### src/sv/hfve_pkg.sv
package hfve_pkg;

   localparam int NameMaxDefault    = 16;
   localparam int LengthBitsDefault = 16;

   localparam int CsrIndexBits = 3;
   localparam int CsrDataBits  = 64;

   // register indexes on the csr port
   localparam logic [CsrIndexBits-1:0] CSR_NAME_LOW   = 3'd0;
   localparam logic [CsrIndexBits-1:0] CSR_NAME_HIGH  = 3'd1;
   localparam logic [CsrIndexBits-1:0] CSR_NAME_LEN   = 3'd2;
   localparam logic [CsrIndexBits-1:0] CSR_COPY_LIMIT = 3'd3;
   localparam logic [CsrIndexBits-1:0] CSR_BARE_LF    = 3'd4;

   localparam logic [7:0] CHAR_SPACE = 8'h20;
   localparam logic [7:0] CHAR_TAB   = 8'h09;
   localparam logic [7:0] CHAR_CR    = 8'h0d;
   localparam logic [7:0] CHAR_LF    = 8'h0a;
   localparam logic [7:0] CHAR_COLON = 8'h3a;
   localparam logic [7:0] CHAR_NUL   = 8'h00;

   localparam logic [1:0] ST_FOUND     = 2'd0;
   localparam logic [1:0] ST_NOT_FOUND = 2'd1;
   localparam logic [1:0] ST_NO_COLON  = 2'd2;

   typedef struct packed {
      logic [7:0] msg_byte;
      logic       end_of_message;
   } req_type;

   typedef struct packed {
      logic        is_final;
      logic [7:0]  data_byte;
      logic [1:0]  status;
      logic [15:0] value_length;
   } rsp_type;

endpackage

### src/sv/header_field_value_extractor.sv
// channel  | direction | handshake               | beat
// ---------+-----------+-------------------------+---------------------------------
// req_     | in        | req_valid / req_stall   | one message byte + end marker
// rsp_     | out       | rsp_valid / rsp_stall   | one value byte or final status
// csr_     | in        | csr_write_enable        | one register write, no read-back
//
// One byte is taken per cycle while req_stall is low; its state update and results are settled in that
// same cycle and written into a four-entry result queue, which drives rsp_ directly.
// A byte can yield two results (last value byte plus final status), so req_stall
// is high while fewer than two queue slots are free; the queue alone sets the rate.
// Reset (synchronous) empties the queue, returns to line start and loads register
// defaults. A stalled rsp_ beat holds until taken.
module header_field_value_extractor
   #(
      parameter int NAME_MAX    = hfve_pkg::NameMaxDefault,
      parameter int LENGTH_BITS = hfve_pkg::LengthBitsDefault
   )
   (
      input  logic                                 clock,
      input  logic                                 reset,
      input  logic                                 req_valid,
      output logic                                 req_stall,
      input  hfve_pkg::req_type                    req_data,
      output logic                                 rsp_valid,
      input  logic                                 rsp_stall,
      output hfve_pkg::rsp_type                    rsp_data,
      input  logic                                 csr_write_enable,
      input  logic [hfve_pkg::CsrIndexBits-1:0]    csr_index,
      input  logic [hfve_pkg::CsrDataBits-1:0]     csr_wdata
   );

   import hfve_pkg::*;

   localparam int PosBits = $clog2(NAME_MAX + 1);
   localparam int CmpBits = (LENGTH_BITS > 16) ? LENGTH_BITS : 16;
   localparam int QDepth  = 4;
   localparam int QPtrBits = $clog2(QDepth);
   localparam int QCntBits = $clog2(QDepth + 1);
   localparam logic [LENGTH_BITS-1:0] CountMax = '1;

   typedef enum logic [2:0] {
      PH_LINE_START,
      PH_SKIP_LINE,
      PH_SEEK_COLON,
      PH_LWS,
      PH_LWS_CR,
      PH_LWS_NL,
      PH_VALUE,
      PH_DONE
   } phase_type;

   logic [63:0]             name_low_ff;
   logic [63:0]             name_high_ff;
   logic [4:0]              name_len_ff;
   logic [15:0]             copy_limit_ff;
   logic                    bare_lf_ff;

   phase_type               phase_ff, phase_in;
   logic [PosBits-1:0]      pos_ff, pos_in;
   logic [LENGTH_BITS-1:0]  cnt_ff, cnt_in;

   rsp_type                 queue_ff [QDepth];
   logic [QPtrBits-1:0]     rd_ptr_ff, rd_ptr_in;
   logic [QPtrBits-1:0]     wr_ptr_ff, wr_ptr_in;
   logic [QCntBits-1:0]     count_ff, count_in;

   logic                    req_accept;
   logic                    rsp_accept;
   logic [PosBits-1:0]      len_eff;
   logic [127:0]            name_bytes;
   logic [3:0]              name_idx;
   logic [7:0]              name_cur;
   logic [7:0]              b;
   logic                    ws;
   rsp_type                 res0, res1;
   logic [1:0]              res_count;

   function automatic logic [1:0] end_status(phase_type ph);
      logic [1:0] st;
      if (ph == PH_LINE_START || ph == PH_SKIP_LINE) begin
         st = ST_NOT_FOUND;
      end else if (ph == PH_SEEK_COLON) begin
         st = ST_NO_COLON;
      end else begin
         st = ST_FOUND;
      end
      return st;
   endfunction

   function automatic rsp_type final_rsp(logic [1:0] st, logic [LENGTH_BITS-1:0] cnt);
      rsp_type r;
      r.is_final     = 1'b1;
      r.data_byte    = 8'd0;
      r.status       = st;
      r.value_length = (st == ST_FOUND) ? 16'(cnt) : 16'd0;
      return r;
   endfunction

   assign req_accept = req_valid && !req_stall;
   assign rsp_accept = rsp_valid && !rsp_stall;
   assign req_stall  = count_ff > QCntBits'(QDepth - 2);
   assign rsp_valid  = count_ff != '0;
   assign rsp_data   = queue_ff[rd_ptr_ff];

   assign len_eff    = (name_len_ff > 5'(NAME_MAX)) ? PosBits'(NAME_MAX)
                                                    : PosBits'(name_len_ff);
   assign name_bytes = {name_high_ff, name_low_ff};
   assign name_idx   = 4'(pos_ff);
   assign name_cur   = name_bytes[{name_idx, 3'b000} +: 8];
   assign b          = req_data.msg_byte;
   assign ws         = (b == CHAR_SPACE) || (b == CHAR_TAB);

   always_comb begin
      phase_in  = phase_ff;
      pos_in    = pos_ff;
      cnt_in    = cnt_ff;
      res0      = '0;
      res1      = '0;
      res_count = 2'd0;

      if (phase_ff != PH_DONE) begin
         // empty or shrunken name: already matched
         if (phase_in == PH_LINE_START && pos_ff >= len_eff) begin
            phase_in = PH_SEEK_COLON;
         end

         if (b == CHAR_NUL) begin
            res0      = final_rsp(end_status(phase_in), cnt_ff);
            res_count = 2'd1;
            phase_in  = PH_DONE;
         end else begin
            unique case (phase_in)
               PH_LINE_START: begin
                  if (b == name_cur) begin
                     pos_in = pos_ff + PosBits'(1);
                     if (pos_in >= len_eff) begin
                        phase_in = PH_SEEK_COLON;
                     end
                  end else if (b == CHAR_LF) begin
                     pos_in = '0;
                  end else begin
                     phase_in = PH_SKIP_LINE;
                  end
               end
               PH_SKIP_LINE: begin
                  if (b == CHAR_LF) begin
                     phase_in = PH_LINE_START;
                     pos_in   = '0;
                  end
               end
               PH_SEEK_COLON: begin
                  if (b == CHAR_COLON) begin
                     phase_in = PH_LWS;
                  end
               end
               PH_LWS: begin
                  if (ws) begin
                     phase_in = PH_LWS;
                  end else if (b == CHAR_CR) begin
                     phase_in = PH_LWS_CR;
                  end else if (b == CHAR_LF) begin
                     if (bare_lf_ff) begin
                        phase_in = PH_LWS_NL;
                     end else begin
                        res0      = final_rsp(ST_FOUND, cnt_ff);
                        res_count = 2'd1;
                        phase_in  = PH_DONE;
                     end
                  end else begin
                     phase_in = PH_VALUE;
                  end
               end
               PH_LWS_CR: begin
                  if (b == CHAR_LF) begin
                     phase_in = PH_LWS_NL;
                  end else begin
                     res0      = final_rsp(ST_FOUND, cnt_ff);
                     res_count = 2'd1;
                     phase_in  = PH_DONE;
                  end
               end
               PH_LWS_NL: begin
                  if (ws) begin
                     phase_in = PH_LWS;
                  end else begin
                     res0      = final_rsp(ST_FOUND, cnt_ff);
                     res_count = 2'd1;
                     phase_in  = PH_DONE;
                  end
               end
               PH_VALUE: begin
                  if (b == CHAR_CR || b == CHAR_LF) begin
                     res0      = final_rsp(ST_FOUND, cnt_ff);
                     res_count = 2'd1;
                     phase_in  = PH_DONE;
                  end
               end
               PH_DONE: begin
                  phase_in = PH_DONE;
               end
               default: begin
                  phase_in = PH_DONE;
               end
            endcase

            // copy the value byte, count saturates
            if (phase_in == PH_VALUE && b != CHAR_CR && b != CHAR_LF) begin
               if (CmpBits'(cnt_ff) < CmpBits'(copy_limit_ff) && cnt_ff != CountMax) begin
                  res0.is_final     = 1'b0;
                  res0.data_byte    = b;
                  res0.status       = ST_FOUND;
                  res0.value_length = 16'd0;
                  res_count         = 2'd1;
               end
               if (cnt_ff != CountMax) begin
                  cnt_in = cnt_ff + LENGTH_BITS'(1);
               end
            end

            if (req_data.end_of_message && phase_in != PH_DONE) begin
               if (res_count == 2'd0) begin
                  res0 = final_rsp(end_status(phase_in), cnt_in);
               end else begin
                  res1 = final_rsp(end_status(phase_in), cnt_in);
               end
               res_count = res_count + 2'd1;
            end
         end
      end

      if (req_data.end_of_message) begin
         phase_in = PH_LINE_START;
         pos_in   = '0;
         cnt_in   = '0;
      end
   end

   always_comb begin
      wr_ptr_in = wr_ptr_ff;
      rd_ptr_in = rd_ptr_ff;
      count_in  = count_ff;
      if (req_accept) begin
         wr_ptr_in = wr_ptr_ff + QPtrBits'(res_count);
         count_in  = count_in + QCntBits'(res_count);
      end
      if (rsp_accept) begin
         rd_ptr_in = rd_ptr_ff + QPtrBits'(1);
         count_in  = count_in - QCntBits'(1);
      end
   end

   always_ff @(posedge clock) begin
      if (reset) begin
         name_low_ff   <= '0;
         name_high_ff  <= '0;
         name_len_ff   <= 5'd1;
         copy_limit_ff <= '0;
         bare_lf_ff    <= 1'b0;
         phase_ff      <= PH_LINE_START;
         pos_ff        <= '0;
         cnt_ff        <= '0;
         rd_ptr_ff     <= '0;
         wr_ptr_ff     <= '0;
         count_ff      <= '0;
      end else begin
         if (csr_write_enable) begin
            unique case (csr_index)
               CSR_NAME_LOW:   name_low_ff   <= csr_wdata;
               CSR_NAME_HIGH:  name_high_ff  <= csr_wdata;
               CSR_NAME_LEN:   name_len_ff   <= csr_wdata[4:0];
               CSR_COPY_LIMIT: copy_limit_ff <= csr_wdata[15:0];
               CSR_BARE_LF:    bare_lf_ff    <= csr_wdata[0];
               default:        ;
            endcase
         end
         if (req_accept) begin
            phase_ff <= phase_in;
            pos_ff   <= pos_in;
            cnt_ff   <= cnt_in;
         end
         rd_ptr_ff <= rd_ptr_in;
         wr_ptr_ff <= wr_ptr_in;
         count_ff  <= count_in;
      end
   end

   always_ff @(posedge clock) begin
      if (req_accept && res_count != 2'd0) begin
         queue_ff[wr_ptr_ff] <= res0;
      end
      if (req_accept && res_count == 2'd2) begin
         queue_ff[wr_ptr_ff + QPtrBits'(1)] <= res1;
      end
   end

   a_queue_bound: assert property (@(posedge clock) disable iff (reset)
      count_ff <= QCntBits'(QDepth))
      else $error("result queue overflow");

   a_ptr_count: assert property (@(posedge clock) disable iff (reset)
      QPtrBits'(wr_ptr_ff - rd_ptr_ff) == QPtrBits'(count_ff))
      else $error("queue pointers disagree with fill count");

   a_eom_fresh: assert property (@(posedge clock) disable iff (reset)
      req_accept && req_data.end_of_message |=>
         phase_ff == PH_LINE_START && pos_ff == '0 && cnt_ff == '0)
      else $error("state not cleared after end of message");

   a_data_clean: assert property (@(posedge clock) disable iff (reset)
      rsp_valid && !rsp_data.is_final |->
         rsp_data.status == ST_FOUND && rsp_data.value_length == 16'd0)
      else $error("data beat carries status fields");

   a_miss_len: assert property (@(posedge clock) disable iff (reset)
      rsp_valid && rsp_data.is_final && rsp_data.status != ST_FOUND |->
         rsp_data.value_length == 16'd0 && rsp_data.data_byte == 8'd0)
      else $error("miss status with nonzero length");

endmodule

### config.mk
export PLATFORM = sky130hd
export DESIGN_NAME = header_field_value_extractor
export DESIGN_NICKNAME = d
export VERILOG_FILES = /design/src/sv/hfve_pkg.sv /design/src/sv/header_field_value_extractor.sv
export SDC_FILE = /design/constraint.sdc
export NUM_CORES = 1
export LEC_CHECK = 0
export BUFFER_PORTS_ARGS = -buffer_cell sky130_fd_sc_hd__buf_4
export CORE_UTILIZATION = 65
export CTS_CLUSTER_SIZE = 30
export DETAILED_ROUTE_END_ITERATION = 10
export PLACE_DENSITY = 0.85
export SKIP_LAST_GASP = 1
export SLEW_MARGIN = 15
export SYNTH_ARGS = -nofsm -noshare
export SYNTH_HDL_FRONTEND = slang
export SYNTH_SLANG_ARGS = --single-unit
### constraint.sdc
create_clock -name clock -period 14.5 [get_ports clock]
set_clock_uncertainty 0.2 [all_clocks]
set_input_delay 0.725 -clock clock [delete_from_list [all_inputs] [get_ports clock]]
set_output_delay 0.725 -clock clock [all_outputs]
set_load 0.01 [all_outputs]
Word-level counts from Yosys, hierarchy flattened. Memory sizes are Yosys's and may differ from the RTL's. A register that Yosys moved wholly into a read port is not among the register bits. Cells that the tools add are included.

Register bits after elaboration: 181. Bits in writable memories: 108. Output and inout bits: 29. Memories kept: 1.

Memories: queue_ff (depth 4, bits a word 27, read ports 1, clocked after memory_dff 1, write ports 2, RTL line header_field_value_extractor.sv:62) `rsp_type queue_ff [QDepth];`.

$add $sub $neg: 8. Order comparisons: 5. Equality and inequality tests: 27. Shift operators: 1. Multiplexer cells: 90. Reductions and logical operators: 36.

Operators by type and width (count): $mux W27 (17); $mux W16 (8); $shiftx A128 B8 Y8 (1); $pmux W27 S4 (1); $mux W3 (19); $mux W2 (25); $mux W5 (6); $eq A8 B4 Y1 const B (3); $pmux W3 S8 (1); $eq A3 B3 Y1 const B (6); $add A16 B1 Y16 const B (1); $eq A8 B6 Y1 const B (2); $lt A16 B16 Y1 (1); $ne A16 B16 Y1 const B (1); $ne A8 B4 Y1 const B (2); $eq A3 B2 Y1 const B (5); $logic_not A3 Y1 (4); $reduce_and A2 Y1 (6); $mux W1 (11); $ge A5 B5 Y1 (2); $pmux W5 S2 (1); $eq A3 B1 Y1 const B (3); $logic_and A1 B1 Y1 (9); $eq A8 B8 Y1 (1); 19 further kinds (31).

Logic depth before layout (Yosys ltp).
Word-level depth: 28. Gate-level depth with buffers: 25. Depth with buffers taken out: 22.

Worst setup path before layout. Ideal clock, no wire load.

Kind: register -> register. From: reg pos_ff[0]. To: mem queue_ff[1][0] (netlist bit) (enable). Setup time: 0.374 ns. Data arrival time: 4.685 ns. Data required time: 13.926 ns. Setup slack: 9.241 ns. Cell stages (with the launch flop): 21. Path buffers: 4. Cell sequence: dfxtp_1 -> buf_6 -> buf_6 -> buf_6 -> inv_2 -> ha_1 -> nand2b_1 -> a211oi_1 -> o21ba_2 -> nor2_1 -> and3_1 -> a21oi_2 -> clkbuf_1 -> inv_1 -> ha_1 -> o21ai_1 -> inv_1 -> or3_1 -> nor3_1 -> nor2_1 -> inv_1.

RTL lines: from (decl) (RTL line header_field_value_extractor.sv:59) `logic [PosBits-1:0] pos_ff, pos_in;`; from (signal assigned) (RTL line header_field_value_extractor.sv:278) `pos_ff <= pos_in;`; to (decl) (RTL line header_field_value_extractor.sv:62).

==> impl_results.html <==
<table>
<tr><th>Metric</th><th>Value</th></tr>
<tr><th colspan="2">STA</th></tr>
<tr><td>Crit share post-route</td><td>between 40 and 50%</td></tr>
<tr><td>Crit path setup slack, layout</td><td>8.08 ns</td></tr>
<tr><td>Peak clock frequency supported by timing</td><td>156 MHz</td></tr>
<tr><td>Hold violation count in the final report</td><td>0</td></tr>
<tr><td>Time the worst path needs with I/O delays and setup</td><td>~6.4 ns</td></tr>
<tr><td>Actual transition at the worst max-transition pin</td><td>1.09 ns</td></tr>
<tr><td>Headroom to the max-slew limit</td><td>a little over a quarter</td></tr>
<tr><td>Max Slew Vio Count</td><td>0</td></tr>
<tr><td>Setup TNS</td><td>0 ns</td></tr>
<tr><td>Setup violation total in the final timing report</td><td>0</td></tr>
<tr><td>RSZ-0062 raised after global routing</td><td>no</td></tr>
<tr><th colspan="2">Global route</th></tr>
<tr><td>Met2 Use GR</td><td>roughly 63%</td></tr>
<tr><td>Tot GR Track Use</td><td>between 30 and 40%</td></tr>
<tr><td>Met3 Resource Use GR</td><td>about 4.8%</td></tr>
<tr><td>Largest net degree at the start of global routing</td><td>about 100</td></tr>
<tr><td>Gr busiest metal</td><td>met2</td></tr>
<tr><td>Number of antenna violations at the first check in global routing</td><td>1</td></tr>
<tr><td>First-pass GRT wire length</td><td>around 70000 microns</td></tr>
<tr><td>Met1 track utilization from global routing</td><td>45.8%</td></tr>
<tr><td>Number of global-route vias before repair</td><td>13042</td></tr>
<tr><td>Total global routing overflow</td><td>0</td></tr>
<tr><th colspan="2">Worst hold path</th></tr>
<tr><td>Hold crit path type</td><td>input pin to flop</td></tr>
<tr><th colspan="2">Clocking</th></tr>
<tr><td>H-tree levels</td><td>1</td></tr>
<tr><td>Clk slew on worst S/H paths</td><td>0.06 ns</td></tr>
<tr><td>Clock sink count</td><td>just under 300</td></tr>
<tr><td>Clock Tree Buf Depth</td><td>3</td></tr>
<tr><td>Clk Latency, worst-skew pair</td><td>approximately 0.56 ns</td></tr>
<tr><td>CTS tree</td><td>done</td></tr>
<tr><td>Cell at the root of the clock tree</td><td>sky130_fd_sc_hd__clkbuf_16</td></tr>
<tr><td>TritonCTS Buffers</td><td>29</td></tr>
<tr><td>Count of hold buffers inserted by post-cts repair</td><td>0</td></tr>
<tr><td>Number of gates given a new drive strength after cts</td><td>0</td></tr>
<tr><td>Post-CTS setup-driven buffer insertion count</td><td>0</td></tr>
<tr><th colspan="2">Synthesis</th></tr>
<tr><td>Unique cell type count in the Yosys netlist</td><td>between 80 and 90</td></tr>
<tr><td>Dominant synthesized flop cell</td><td>sky130_fd_sc_hd__dfxtp_1</td></tr>
<tr><td>Post-synth EDFFs</td><td>76</td></tr>
<tr><td>Synthesized flop and latch total</td><td>roughly 290</td></tr>
<tr><td>Syn nets</td><td>about 1900</td></tr>
<tr><td>Mapped Cells</td><td>approximately 1700</td></tr>
<tr><td>Warnings, synthesis</td><td>0</td></tr>
<tr><td>Sequential-to-total area share from yosys stat</td><td>between 40% and 50%</td></tr>
<tr><td>Synth async-reset ratio</td><td>0%</td></tr>
<tr><td>Cell area after technology mapping</td><td>around 0.015 sq mm</td></tr>
<tr><td>Synthesized area per cell</td><td>between 8 and 9 sq um</td></tr>
<tr><th colspan="2">Place</th></tr>
<tr><td>Routability-driven placement congestion ratio</td><td>between 0.9 and 1</td></tr>
<tr><td>Setup slack at placement</td><td>between 8 and 9 ns</td></tr>
<tr><td>HPWL after detailed placement</td><td>between 30000 and 40000 microns</td></tr>
<tr><td>Count of buffers from port buffering</td><td>between 100 and 150</td></tr>
<tr><th colspan="2">Job</th></tr>
<tr><td>Reported max-cap violation count</td><td>0</td></tr>
<tr><th colspan="2">Pwr</th></tr>
<tr><td>Cell leakage power</td><td>0.00568 uW</td></tr>
<tr><td>Total power per unit cell area</td><td>112 mW/mm^2</td></tr>
<tr><td>Peak VDD IR</td><td>around 110 uV</td></tr>
<tr><th colspan="2">Route</th></tr>
<tr><td>Number of design rule violations left after detail routing</td><td>0</td></tr>
<tr><td>Detail-routed net length per standard cell</td><td>between 20 and 25 microns</td></tr>
<tr><td>DRT iter0 DRCs</td><td>1502</td></tr>
<tr><td>Router iterations before antenna repair</td><td>5</td></tr>
<tr><td>Total number of vias</td><td>about 14000</td></tr>
<tr><td>Count of nets left with antenna violations after detail routing</td><td>0</td></tr>
<tr><td>Routed via count divided by cell count</td><td>6.50</td></tr>
<tr><td>Detailed Route WL</td><td>roughly 44000 microns</td></tr>
<tr><th colspan="2">Cells and area</th></tr>
<tr><td>Most used cells in the layout excluding fill and tap cells</td><td>408 x sky130_fd_sc_hd__nand2_1, 212 x sky130_fd_sc_hd__dfxtp_1, 173 x sky130_fd_sc_hd__a21oi_1, 122 x sky130_fd_sc_hd__buf_4, 87 x sky130_fd_sc_hd__nor2_1</td></tr>
<tr><td>Net count, final</td><td>1891</td></tr>
<tr><td>N_diodes</td><td>0</td></tr>
<tr><td>Most common cell after layout, fill and taps aside</td><td>sky130_fd_sc_hd__nand2_1</td></tr>
<tr><td>Area growth, synth to finish</td><td>11.0%</td></tr>
<tr><td>Proportion of layout cells with a drive suffix above 1</td><td>roughly an eighth</td></tr>
<tr><th colspan="2">Floorplan</th></tr>
<tr><td>Area of the die</td><td>approximately 0.024 sq mm</td></tr>
<tr><td>Area inside the core boundary</td><td>approximately 0.023 sq mm</td></tr>
<tr><td>Initial Util</td><td>67.0%</td></tr>
<tr><td>Chip height</td><td>between 150 and 200 microns</td></tr>
<tr><td>I/O pin count</td><td>110</td></tr>
<tr><td>Die boundary width</td><td>between 150 and 200 microns</td></tr>
<tr><td>Row Count</td><td>55</td></tr>
<tr><th colspan="2">Setup path</th></tr>
<tr><td>Endpoint required time on the critical path</td><td>14.48 ns</td></tr>
<tr><td>Critical path startpoint category</td><td>flop</td></tr>
<tr><td>Worst setup path class</td><td>flop to flop</td></tr>
<tr><td>Cell chain of the critical path</td><td>buf_4, inv_2, ha_1, nand2b_1, a211oi_1, o21ba_2, nor2_1, and3_1, a21oi_2, inv_1, ha_1, o21ai_1, inv_1, or3_1, nor3_1, nor2_1, inv_1</td></tr>
<tr><td>Crit-path max cell delay</td><td>about 0.7 ns</td></tr>
<tr><td>Most prevalent standard cell on the critical path</td><td>sky130_fd_sc_hd__inv_1</td></tr>
<tr><td>Critical Path AT</td><td>about 6.4 ns</td></tr>
<tr><td>Setup slack of the most critical reg-to-reg path</td><td>just over 8 ns</td></tr>
<tr><td>Cell type of the slowest stage on the worst timing path</td><td>sky130_fd_sc_hd__a21oi_2</td></tr>
<tr><td>Critical-path maximum fanout</td><td>50</td></tr>
<tr><td>Kind of capture point of the worst setup path</td><td>flop</td></tr>
<tr><th colspan="2">Outcome</th></tr>
<tr><td>Outcome</td><td>finished, final reports clean</td></tr>
</table>
[critical path, delay by kind of cell (launching register included)]
kind                     cells  cell delay, ns
flip-flops                   1            0.31
buffers and inverters        5            1.63
AO/OA/AOI/OAI                4            1.50
AND/OR/NAND/NOR              6            1.76
adder cells (fa/ha/maj)      2            0.64
[state kept, by name (all words and copies together) (netlist names), 3 cells and up, named ones only]
| name | flops |
|---|---|
| name_high_ff | 64 |
| cnt_ff | 16 |
| name_len_ff | 5 |
| copy_limit_ff | 16 |
| name_low_ff | 64 |
| queue_ff | 108 |
| phase_ff | 3 |
| pos_ff | 5 |
| count_ff | 3 |
[final timing paths]
kind              startpoint         endpoint  depth (start not counted)
max                pos_ff[0]  queue_ff[1][15]                         17
max reg2reg        pos_ff[0]  queue_ff[1][15]                         17
min            csr_wdata[32]  name_low_ff[32]                          3
min reg2reg  queue_ff[3][18]  queue_ff[3][18]                          2
[routing by layer]
metal | share of wire [%] | vias up
li1 | - | 6391
met1 | 39 | 6417
met2 | 48 | 762
met3 | 7.5 | 168
met4 | 5.7 | 0
met5 | 0 | -
[where the power goes]
part	switching, uW	internal (uW)	leakage, uW
Combinational	171	128	0.00286
Clock	316	400	0.000438
Sequential	32.7	865	0.00238
[stage by stage]
| stage | power (uW) | util, % | std cells | hold WS, ns | cell area, sq um |
|---|---|---|---|---|---|
| floorplan | 1100 | - | 1746 | 0.220 | 15300 |
| global placement | 1200 | 70.5 | 2060 | 0.229 | 16100 |
| detailed placement | 1210 | 70.5 | 2060 | 0.240 | 16100 |
| CTS | 1910 | 74.3 | 2113 | 0.215 | 17000 |
| global route | 1970 | 74.3 | 2113 | 0.223 | 17000 |
| finish | 1910 | 74.3 | 2113 | 0.228 | 17000 |
[cell type report]
| cell class | instances | area, sq um |
|---|---|---|
| Multi-Input combinational cell | 1292 | 8090 |
| Clock buffer | 39 | 793 |
| Inverter | 42 | 158 |
| Fill cell | 1691 | 5880 |
| Sequential cell | 291 | 6590 |
| Timing Repair Buffer | 122 | 916 |
| Tap cell | 313 | 392 |
| Clock inverter | 14 | 96.3 |
[cell families after synthesis]
| kind of cell | share of synthesized area (%) |
|---|---|
| AOI/OAI and AO/OA | 19.1 |
| and+or+nand+nor | 20.5 |
| buffers and inverters | 4.42 |
| muxes | 9.54 |
| xor gates and xnor gates | 0.799 |
| DFF | 42.9 |
| adders and majority gates | 2.66 |
[cells in the mapped netlist, types with 18 or more instances]
cell type                  instances  area [sq um]
sky130_fd_sc_hd__a22o_1           18           158
sky130_fd_sc_hd__a21oi_1         173           866
sky130_fd_sc_hd__nor2b_1          21           131
sky130_fd_sc_hd__inv_1            40           150
sky130_fd_sc_hd__dfxtp_1         215          4300
sky130_fd_sc_hd__o221ai_1         25           219
sky130_fd_sc_hd__nand3_1          26           130
sky130_fd_sc_hd__o21ai_0          62           310
sky130_fd_sc_hd__o22ai_1          25           156
sky130_fd_sc_hd__a21o_1           18           135
sky130_fd_sc_hd__nand2b_1         19           119
sky130_fd_sc_hd__mux2i_1          36           360
sky130_fd_sc_hd__nor3_1           32           160
sky130_fd_sc_hd__nand2_1         409          1540
sky130_fd_sc_hd__edfxtp_1         76          2280
sky130_fd_sc_hd__ha_1             31           388
sky130_fd_sc_hd__mux4_2           41           923
sky130_fd_sc_hd__nor2_1           88           330
sky130_fd_sc_hd__o21ai_1          18          90.1
sky130_fd_sc_hd__clkbuf_1         90           338
No activity file was read; power rests on OpenSTA's default activity.
